### config.mk
export PLATFORM = sky130hd
export DESIGN_NAME = c5sr_ctrl
export DESIGN_NICKNAME = d
export VERILOG_FILES = /design/src/rtl/c5sr_pkg.sv /design/src/rtl/c5sr_ctrl.sv
export VERILOG_INCLUDE_DIRS = /design/src /design/src/rtl
export SDC_FILE = /design/constraint.sdc
export NUM_CORES = 1
export LEC_CHECK = 0
export BUFFER_PORTS_ARGS = -buffer_cell sky130_fd_sc_hd__buf_4
export CAP_MARGIN = 20
export CORE_MARGIN = 3
export CORE_UTILIZATION = 35
export DETAILED_ROUTE_END_ITERATION = 7
export GPL_TIMING_DRIVEN = 0
export PLACE_DENSITY_LB_ADDON = 0.25
export REMOVE_ABC_BUFFERS = 1
export SYNTH_ARGS = -nofsm -noshare
export SYNTH_HDL_FRONTEND = slang
export SYNTH_SLANG_ARGS = --single-unit
### constraint.sdc
create_clock -name clk -period 1.64 [get_ports clk]
set_clock_uncertainty 0.05 [all_clocks]
set_input_delay 0.082 -clock clk [delete_from_list [all_inputs] [get_ports clk]]
set_output_delay 0.082 -clock clk [all_outputs]
set_load 0.02 [all_outputs]
### src/rtl/conv5x5_scale_relu_assert.svh
// Assertion macros for the conv5x5_scale_relu block.
// No dependencies; included by c5sr_ctrl, which checks its own control logic.
`ifndef CONV5X5_SCALE_RELU_ASSERT_SVH
`define CONV5X5_SCALE_RELU_ASSERT_SVH
`ifndef ASSERT_OFF
`define C5SR_ASSERT_IMP(label, clk, rst_n, a, c) \
	label: assert property (@(posedge clk) disable iff (!rst_n) (a) |-> (c)) \
		else $error("c5sr assertion failed");
`define C5SR_ASSERT_NXT(label, clk, rst_n, a, c) \
	label: assert property (@(posedge clk) disable iff (!rst_n) (a) |=> (c)) \
		else $error("c5sr assertion failed");
`else
`define C5SR_ASSERT_IMP(label, clk, rst_n, a, c)
`define C5SR_ASSERT_NXT(label, clk, rst_n, a, c)
`endif
`endif

### src/rtl/c5sr_pkg.sv
// Shared constants, codes and controller/datapath interface types for conv5x5_scale_relu.
// No dependencies.
`default_nettype none
package c5sr_pkg;
	localparam int KS        = 5;
	localparam int TAPS      = KS * KS;
	localparam int LINES     = KS - 1;
	localparam int MAX_WIDTH_DEF = 64;

	localparam logic MODE_WEIGHT = 1'b0;
	localparam logic MODE_PIXEL  = 1'b1;

	localparam logic [1:0] CFG_WIDTH = 2'd0;
	localparam logic [1:0] CFG_SCALE = 2'd1;
	localparam logic [1:0] CFG_SHIFT = 2'd2;

	localparam logic [15:0] IMAGE_WIDTH_RST = 16'd28;
	localparam logic [15:0] SCALE_RST       = 16'd16384;
	localparam logic [5:0]  SHIFT_RST       = 6'd14;

	typedef struct packed {
		logic       load_pix;   // latch pixel of accepted transaction
		logic       wr_weight;  // store weight of accepted transaction
		logic       rd_en;      // issue line store read
		logic [1:0] rd_k;       // line being read
		logic       cap_en;     // capture registered read data
		logic [1:0] cap_k;
		logic       shift;      // shift window, write line store, step counters
		logic       mul_en;
		logic [4:0] tap;
		logic       acc_add;
		logic       scale_mul;
		logic       sum;
		logic       out_load;
	} cmd_t;

	typedef struct packed {
		logic emit;
		logic out_free;
	} sts_t;
endpackage
`default_nettype wire

### src/rtl/c5sr_ctrl.sv
// Controller: sequences line store reads, window update, tap MAC, scaling and output.
// Depends on c5sr_pkg and conv5x5_scale_relu_assert.svh.
`default_nettype none
module c5sr_ctrl (
	input  wire            clk,
	input  wire            arst_n,
	input  wire            item_valid,
	input  wire            mode,
	output logic           item_stall,
	input  c5sr_pkg::sts_t sts,
	output c5sr_pkg::cmd_t cmd
);
	import c5sr_pkg::*;
	`include "conv5x5_scale_relu_assert.svh"

	typedef enum logic [2:0] {
		ST_IDLE, ST_READ, ST_SHIFT, ST_MAC, ST_SCALE, ST_SUM, ST_OUT
	} state_t;

	state_t     state_q;
	logic [2:0] k_q;
	logic [4:0] tap_q;
	logic       accept;

	assign item_stall = (state_q != ST_IDLE);
	assign accept     = item_valid && !item_stall;

	always_comb begin
		cmd           = '0;
		cmd.wr_weight = accept && (mode == MODE_WEIGHT);
		cmd.load_pix  = accept && (mode == MODE_PIXEL);
		cmd.rd_en     = (state_q == ST_READ) && (k_q < 3'(LINES));
		cmd.rd_k      = k_q[1:0];
		cmd.cap_en    = (state_q == ST_READ) && (k_q != 3'd0);
		cmd.cap_k     = 2'(k_q - 3'd1);
		cmd.shift     = (state_q == ST_SHIFT);
		cmd.mul_en    = (state_q == ST_MAC) && (tap_q < 5'(TAPS));
		cmd.tap       = tap_q;
		cmd.acc_add   = (state_q == ST_MAC) && (tap_q != 5'd0);
		cmd.scale_mul = (state_q == ST_SCALE);
		cmd.sum       = (state_q == ST_SUM);
		cmd.out_load  = (state_q == ST_OUT) && sts.out_free;
	end

	always_ff @(posedge clk or negedge arst_n) begin
		if (!arst_n) begin
			state_q <= ST_IDLE;
			k_q     <= '0;
			tap_q   <= '0;
		end else begin
			case (state_q)
				ST_IDLE: begin
					k_q <= '0;
					if (accept && (mode == MODE_PIXEL))
						state_q <= ST_READ;
				end
				ST_READ: begin
					k_q <= k_q + 3'd1;
					if (k_q == 3'(LINES))
						state_q <= ST_SHIFT;
				end
				ST_SHIFT: begin
					tap_q   <= '0;
					state_q <= sts.emit ? ST_MAC : ST_IDLE;
				end
				ST_MAC: begin
					tap_q <= tap_q + 5'd1;
					if (tap_q == 5'(TAPS))
						state_q <= ST_SCALE;
				end
				ST_SCALE: state_q <= ST_SUM;
				ST_SUM:   state_q <= ST_OUT;
				ST_OUT: begin
					if (sts.out_free)
						state_q <= ST_IDLE;
				end
				default: state_q <= ST_IDLE;
			endcase
		end
	end

	`C5SR_ASSERT_NXT(a_pix_starts_read, clk, arst_n, accept && (mode == MODE_PIXEL), state_q == ST_READ)
	`C5SR_ASSERT_NXT(a_wt_stays_idle, clk, arst_n, accept && (mode == MODE_WEIGHT), state_q == ST_IDLE)
	`C5SR_ASSERT_IMP(a_tap_bound, clk, arst_n, state_q == ST_MAC, tap_q <= 5'(TAPS))
	`C5SR_ASSERT_IMP(a_out_only_free, clk, arst_n, cmd.out_load, sts.out_free && (state_q == ST_OUT))
endmodule
`default_nettype wire

# Yosys cells after proc, flatten, opt, wreduce, memory -nomap -nowiden
# Cells that the tools add are included.
# totals
register_bits	11
# classes
reduce_logical	16
addsub	3
n_lt_le_gt_ge	2
mux	8
bitwise	1
n_eq_ne	12
# ops
op	n
case mux 3 bit (7 select lines)	1
== test 3 bit, second input constant	4
2-to-1 mux 3 bit	4
case mux 5 bit (2 select lines)	1
logical AND 1 bit	8
== test 3 x 2 -> 1 bit, second input constant	2
case mux 3 bit (2 select lines)	1
nonzero test 3 bit	2
adder 5 x 1 -> 5 bit, second input constant	1
== test 5 bit, second input constant	1
less-than comparator 5 bit, second input constant	1
nonzero test 5 bit	1
inequality test 2 x 1 -> 1 bit, second input constant	2
inequality test 2 bit, second input constant	2
AND reduction 4 bit	1
nonzero test 2 bit	2
adder 3 x 1 -> 3 bit, second input constant	1
== test 3 x 1 -> 1 bit, second input constant	1
zero test 3 bit	1
less-than comparator 3 bit, second input constant	1
2-to-1 mux 2 bit	1
subtractor 2 x 1 -> 2 bit, second input constant	1
zero test 1 bit	1
inverter 1 bit	1

# Logic depth before layout (Yosys ltp)
# Gate-level depths: netlist of run 1.
# logic_depth
depth_word	6
mapped_depth	6
mapped_depth_nobuf	6

# Least setup slack after synthesis of run 1
# Ideal clock, no wire load.
# synth_timing
kind	reg-to-reg
startpoint	register tap_q[1]
endpoint	register state_q[1]
path_stages_with_launch	7
arrival_ns	1.465
setup_time_ns	0.125
path_buffers	0
period_less_slack_ns	1.640
path_slack_ns	0.000
path_cell_list	dfrtp_1 inv_1 ha_1 nand4b_1 nor2b_1 nor3_1 mux2_4
# synth_between
elab_chain_cells	3
# synth_rtl
item	line	text
start: declaration	c5sr_ctrl.sv:22	logic [4:0] tap_q;
start signal: assignment	c5sr_ctrl.sv:67	tap_q <= tap_q + 5'd1;
== test 5 bit	c5sr_ctrl.sv:68	if (tap_q == 5'(TAPS))
inequality test 2 x 1 -> 1 bit (no source line)	--	
AND reduction 4 bit (no source line)	--	
end signal: assignment	c5sr_ctrl.sv:64	state_q <= sts.emit ? ST_MAC : ST_IDLE;
end: declaration	c5sr_ctrl.sv:20	state_t state_q;
# No other way between the ends.
# A chain may end at the register's enable or synchronous reset.

# Worst setup path after layout of run 1
# layout_timing
startpoint	register state_q[1]
endpoint	register state_q[1]
# layout_between
elab_chain_cells	6
word_cells_on_any_way	17
cone_classes	10 x eq/ne; 1 x mux; 6 x reduce/logical
# layout_rtl
item	line	text
nonzero test 3 bit	c5sr_ctrl.sv:25	assign item_stall = (state_q != ST_IDLE);
zero test 1 bit	c5sr_ctrl.sv:26	assign accept = item_valid && !item_stall;
logical AND 1 bit	c5sr_ctrl.sv:26	
logical AND 1 bit	c5sr_ctrl.sv:54	if (accept && (mode == MODE_PIXEL))
inequality test 2 bit (no source line)	--	
AND reduction 4 bit (no source line)	--	
# Several ways; a longest one is shown, not always the timed one.

==> flow_summary_export.csv, run 1 <==
group,metric,value,unit
hold_path,whs_endpoint,"state_q[2]",
power,leakage,0.522,nW
placement,gp_congestion,0.794,
critical_path,critPathCaptureType,"flip-flop",
clocking,clock_latency,270,ps
critical_path,worstPathArrival,1710,ps
clocking,clock_sinks,11,
power,power_per_cell_area,2070,nW/µm²
die,floorplan.core_area,2020,µm²
routing,drt-wirelength-per-cell,12.0,µm
die,ios,26,
yosys,synth_top_area_share,35.7,%
hold_path,hp-start,"sts[0]",
yosys,synth_most_common_cell,"o21ai_0",
clocking,h-tree-depth,1,
yosys,synth_edf_count,0,
sta,rsz0062_at_grt,"true",
placement,place_area,948,µm²
sta,finalCriticalPeriod,1600,ps
die,die-area,2800,µm²
hold_path,hold-path-cell-count,4,
die,fp-row-count,16,
finish,fin_nets,137,
grt,grt_pass1_wl,2.91,mm
sta,max_freq,0.624,GHz
grt,antenna_found_initial,0,
grt,grt_max_degree,14,
yosys,synth_seq_cells,11,
routing,drt_drc_violations_left,0,
clocking,clock_path_buffers,2,
finish,n_antenna_cell,0,
finish,syn_to_final_growth,38.6,%
routing,drt_iter0_drc,25,
die,die_h,52.9,µm
routing,totalWireLength,1.82,mm
yosys,synth_area,771,µm²
routing,postRouteAntennaNets,0,
clocking,cts_root_buf,"clkbuf_4",
power,irDropWorstVdd,1070,µV
die,start_util,38.1,%
sta,maxSlewHeadroom,79.7,%
clocking,clk_transition_reported_paths,80,ps
yosys,yosysTopAreaCell,"dfrtp_1",
critical_path,crit_required,1750,ps
yosys,yosys_most_used_dff,"dfrtp_1",
clocking,cts_buffers,3,
critical_path,worst_setup_path_start_kind,"flip-flop",
sta,final_hold_viol_count,0,
status,status,"finished clean",
clocking,cts_tree,"done",
finish,final_area,1070,µm²
yosys,synth-warning-count,0,
grt,grt_overflow,0,
grt,grt_util_all_layers,14.1,%
routing,via_per_inst,5.03,
critical_path,r2r_end,"state_q[1]",
critical_path,crit_fanout,10,
yosys,syn_inst,93,
yosys,ys_seq_area_share,35.7,%
sta,timing.final.crit_share,97.7,%
sta,drv_slew,0,
yosys,synthTopCellsByArea,"dfrtp_1 36%, o21ai_0 8.4%, ha_1 8.1%",
yosys,ys_async_sr_fraction,100,%
routing,vias,764,
power,finalPower,0.00221,W
die,die_w,52.9,µm
critical_path,r2r_start,"state_q[1]",
placement,port_buffers,25,
yosys,ys_types,29,
critical_path,rr_worst_depth,4,
sta,setup_viol,0,
yosys,syn_avg_cell_area,8.29,µm²
sta,worst_slew_pin_slew,304,ps
finish,fill_cells,207,
finish,layout-drive-gt1-share,38.4,%
critical_path,ff2ff_setup_slack,40,ps
flow_run,maxCapViolations,0,
critical_path,crit_type,"flip-flop to flip-flop",
placement,dp_hpwl,1.27,mm
grt,grt_pass1_vias,680,
hold_path,hold_path_class,"input pin to flip-flop",
yosys,synth_commonest_cells,"13 x o21ai_0, 11 x dfrtp_1, 9 x inv_1",
routing,dr.pass1.iters,4,
-- layout by cell type, fill, tap and decap left out --
master,instances
dfrtp_1,7
ha_1,5
nand2b_1,1
a22o_1,1
clkbuf_2,1
a21oi_2,2
or2b_1,1
nor2b_1,1
nand4b_1,1
inv_1,9
nor2_1,6
nor4b_1,1
and3_1,1
mux2_4,1
dfrtp_2,4
nor3_1,2
and4_1,1
nor3_2,2
dlygate4sd3_1,1
or3b_4,1
buf_4,33
nand2_1,8
a211o_1,2
or3b_2,1
clkbuf_1,1
nand3b_1,3
o21ai_0,13
nor3b_1,2
a31oi_1,2
clkbuf_4,3
a21oi_1,4
nand3_1,4
-- kinds of logic after synthesis --
family | synth area share, %
AO/OA/AOI/OAI | 17.9
adder cells (fa/ha/maj) | 8.12
buffers and inverters | 10.1
flip-flops | 35.7
multiplexers | 1.95
AND/OR/NAND/NOR | 26.3
-- layer usage --
metal | up-vias | part of all wire (%) | global-route usage (%)
met2 | 21 | 50 | 24.0
met1 | 357 | 45 | 17.1
met3 | 0 | 5.7 | 5.35
met4 | 0 | 0 | 2.13
li1 | 386 | - | -
met5 | - | 0 | 0
-- worst max path at each step --
stage                     startpoint          to
after floorplan             tap_q[1]  state_q[1]
after global placement    state_q[0]  state_q[1]
after detailed placement  state_q[0]  state_q[1]
after CTS                 state_q[0]     cmd[13]
after global routing      state_q[1]  state_q[1]
final                     state_q[1]  state_q[1]
-- registers in the layout (all words and copies together), names as in the netlist --
register  cells
tap_q         5
k_q           3
state_q       3
-- layout make-up --
type	instances	area (µm²)	area share [%]
multi-input combinational	66	432	40.4
sequential	11	280	26.2
clock buffer	4	26.3	2.46
inverter	9	33.8	3.16
timing repair buffer	35	263	24.6
tap	27	33.8	3.16
-- worst max-delay path, stage by stage, from the launching register on --
cell and delay (ps):
dfrtp_2 470, or3b_4 420, a21oi_2 180, nor3_2 80, mux2_4 300
-- stage by stage --
stage | setup slack [ps] | hold slack (ps) | TNS [ps] | utilization (%) | cells
after floorplan | -0.532 | -264 | -0.532 | - | 86
after global placement | -68.2 | -124 | -68.2 | 46.9 | 138
after detailed placement | -75.9 | -120 | -75.9 | 46.9 | 138
after CTS | 4.77 | 101 | 0 | 50.4 | 147
after global routing | -9.64 | 128 | -14.9 | 52.8 | 152
final | 38.1 | 95.0 | 0 | 52.8 | 152
-- repair_timing --
| action | 4_1_cts | 5_1_grt |
|---|---|---|
| endpoints found under the setup margin | 8 | 3 |
| setup buffers | 4 | 5 |
| resized for setup | 3 | 4 |
| endpoints found under the hold margin | 11 | 0 |
| hold buffers | 1 | 0 |
-- power by group --
part           internal (W)  switching [W]
sequential         0.000402       0.000199
clock             0.0000942       0.000101
combinational      0.000660       0.000758
total               0.00116        0.00106
No activity file was read; power rests on OpenSTA's default activity.
==> inputs of run 2 (changes only) <==
--- a/config.mk
+++ b/config.mk
@@ -10,7 +10,8 @@
 export CAP_MARGIN = 20
 export CORE_MARGIN = 3
-export CORE_UTILIZATION = 35
+export CORE_UTILIZATION = 30
 export DETAILED_ROUTE_END_ITERATION = 7
 export GPL_TIMING_DRIVEN = 0
+export MAX_ROUTING_LAYER = met4
 export PLACE_DENSITY_LB_ADDON = 0.25
 export REMOVE_ABC_BUFFERS = 1
==> constraint.sdc (replaced) <==
create_clock -name clk -period 1.64 [get_ports clk]
set_clock_uncertainty 0.05 [all_clocks]
set_input_delay 0 -clock clk [delete_from_list [all_inputs] [get_ports clk]]
set_output_delay 0 -clock clk [all_outputs]
set_load 0.02 [all_outputs]
==> run 2 against run 1 <==
Net effect:
- die area rose by 15%
- core utilization fell by 6.5 points
- register-to-register slack got worse by 20 ps
- cell count rose by 0.66%
- critical path type unchanged
- highest routed layer is now met4
==> flow_summary_export.csv, run 2 (synthesized netlist as in run 1, its figures left out) <==
group,metric,value,unit
status,status,"finished clean",
finish,final_area,1070,µm²
routing,vias,750,
die,start_util,33.2,%
sta,maxSlewHeadroom,80.2,%
sta,fin_ws,22.7,ps
clocking,clk_transition_reported_paths,80,ps
routing,dr.pass1.iters,4,
power,power_per_cell_area,2040,nW/µm²
clocking,cts_buffers,3,
clocking,h-tree-depth,1,
sta,rsz0062_at_grt,"true",
die,die-area,3210,µm²
sta,worst_slew_pin_slew,294,ps
grt,grt_max_degree,19,
sta,final_hold_viol_count,0,
critical_path,critPathCaptureType,"flip-flop",
critical_path,crit_required,1750,ps
die,die_w,56.7,µm
sta,timing.final.crit_share,98.6,%
finish,largest_register,"tap_q",
placement,dp_hpwl,1.31,mm
sta,holdWs,34.9,ps
placement,place_area,950,µm²
clocking,clock_latency,270,ps
finish,fin_nets,137,
grt,grt_pass1_wl,3.15,mm
placement,dp_slack,-74.5,ps
hold_path,hold_path_class,"input pin to async pin",
routing,totalWireLength,1.88,mm
finish,n_antenna_cell,0,
power,finalPower,0.00219,W
die,floorplan.core_area,2320,µm²
power,leakage,0.534,nW
finish,largest_reg_flops,5,
power,irDropWorstVdd,1060,µV
finish,most-common-layout-cells,"33 x buf_4, 13 x o21ai_0, 9 x inv_1, 8 x nand2_1, 7 x dfrtp_1",
routing,via_per_inst,4.90,
clocking,clock_path_buffers,2,
placement,gp_congestion,0.775,
die,die_h,56.7,µm
clocking,cts_tree,"done",
routing,drt-wirelength-per-cell,12.3,µm
placement,port_buffers,25,
die,ios,26,
critical_path,worstPathArrival,1730,ps
sta,max_freq,0.618,GHz
grt,antenna_found_initial,0,
routing,postRouteAntennaNets,0,
sta,finalSetupTns,0,ps
critical_path,worst_setup_path_start_kind,"flip-flop",
finish,syn_to_final_growth,39.4,%
sta,setup_viol,0,
sta,finalCriticalPeriod,1620,ps
routing,drt_drc_violations_left,0,
finish,layout-drive-gt1-share,37.6,%
finish,largestRegisters,"tap_q x5, k_q x3, state_q x3",
flow_run,maxCapViolations,0,
critical_path,ff2ff_setup_slack,20,ps
finish,mostFrequentLayoutCell,"buf_4",
sta,drv_slew,0,
clocking,clock_sinks,11,
die,fp-row-count,17,
critical_path,crit_fanout,13,
grt,grt_pass1_vias,692,
grt,grt_overflow,0,
critical_path,crit_type,"flip-flop to flip-flop",
grt,grt_util_all_layers,12.5,%
routing,drt_iter0_drc,12,
clocking,cts_root_buf,"clkbuf_4",
## run 2: what timing repair did
item / CTS / global route
hold endpoints to repair: 12 / 0
setup endpoints to repair: 3 / 5
resized for setup: 4 / 3
setup buffers: 4 / 4
hold buffers: 2 / 0
pin swaps: 0 / 1
## run 2: where the power goes
group | leakage (nW) | switching, W | internal (W) | total [W]
sequential | 0.132 | 0.000222 | 0.000401 | 0.000623
clock | 0.0177 | 0.0000997 | 0.0000903 | 0.000190
combinational | 0.384 | 0.000730 | 0.000644 | 0.00137
total | 0.534 | 0.00105 | 0.00114 | 0.00219
## run 2: worst max-delay path: stages (launching register included)
cell and delay [ps]:
dfrtp_2 500, or3b_4 430, a21oi_2 170, nor3_2 60, mux2_4 290
## run 2: worst paths after layout
check / startpoint / to / cells after the start
worst min register to register: tap_q[1] / tap_q[1] / 2
max in group asynchronous: arst_n / state_q[0] / 2
worst max-delay path: state_q[0] / state_q[1] / 4
worst max register to register: state_q[0] / state_q[1] / 4
worst min-delay path: arst_n / tap_q[1] / 2
min in group clk: sts[1] / state_q[0] / 4
## run 2: area by class of cell
type                    count  area [µm²]
flip-flops and latches     11         280
clock inverters             1        5.00
well taps                  28        35.0
multi-input cells          66         430
clock buffers               3        22.5
repair buffers             35         268
fillers                   228        1240
inverters                   9        33.8
## run 2: layer usage
layer / GRT usage [%] / vias to the layer above / part of all wire [%]
li1: - / 384 / -
met1: 15.3 / 345 / 47
met2: 20.0 / 17 / 47
met3: 2.53 / 4 / 4.0
met4: 5.08 / 0 / 1.3
met5: - / - / 0
## run 2: stage by stage
| step | util [%] | instances |
|---|---|---|
| finish | 46.4 | 153 |
| global route | 46.4 | 153 |
| CTS | 44.7 | 149 |
| detailed placement | 41.0 | 139 |
| global placement | 41.0 | 139 |
| floorplan | - | 86 |
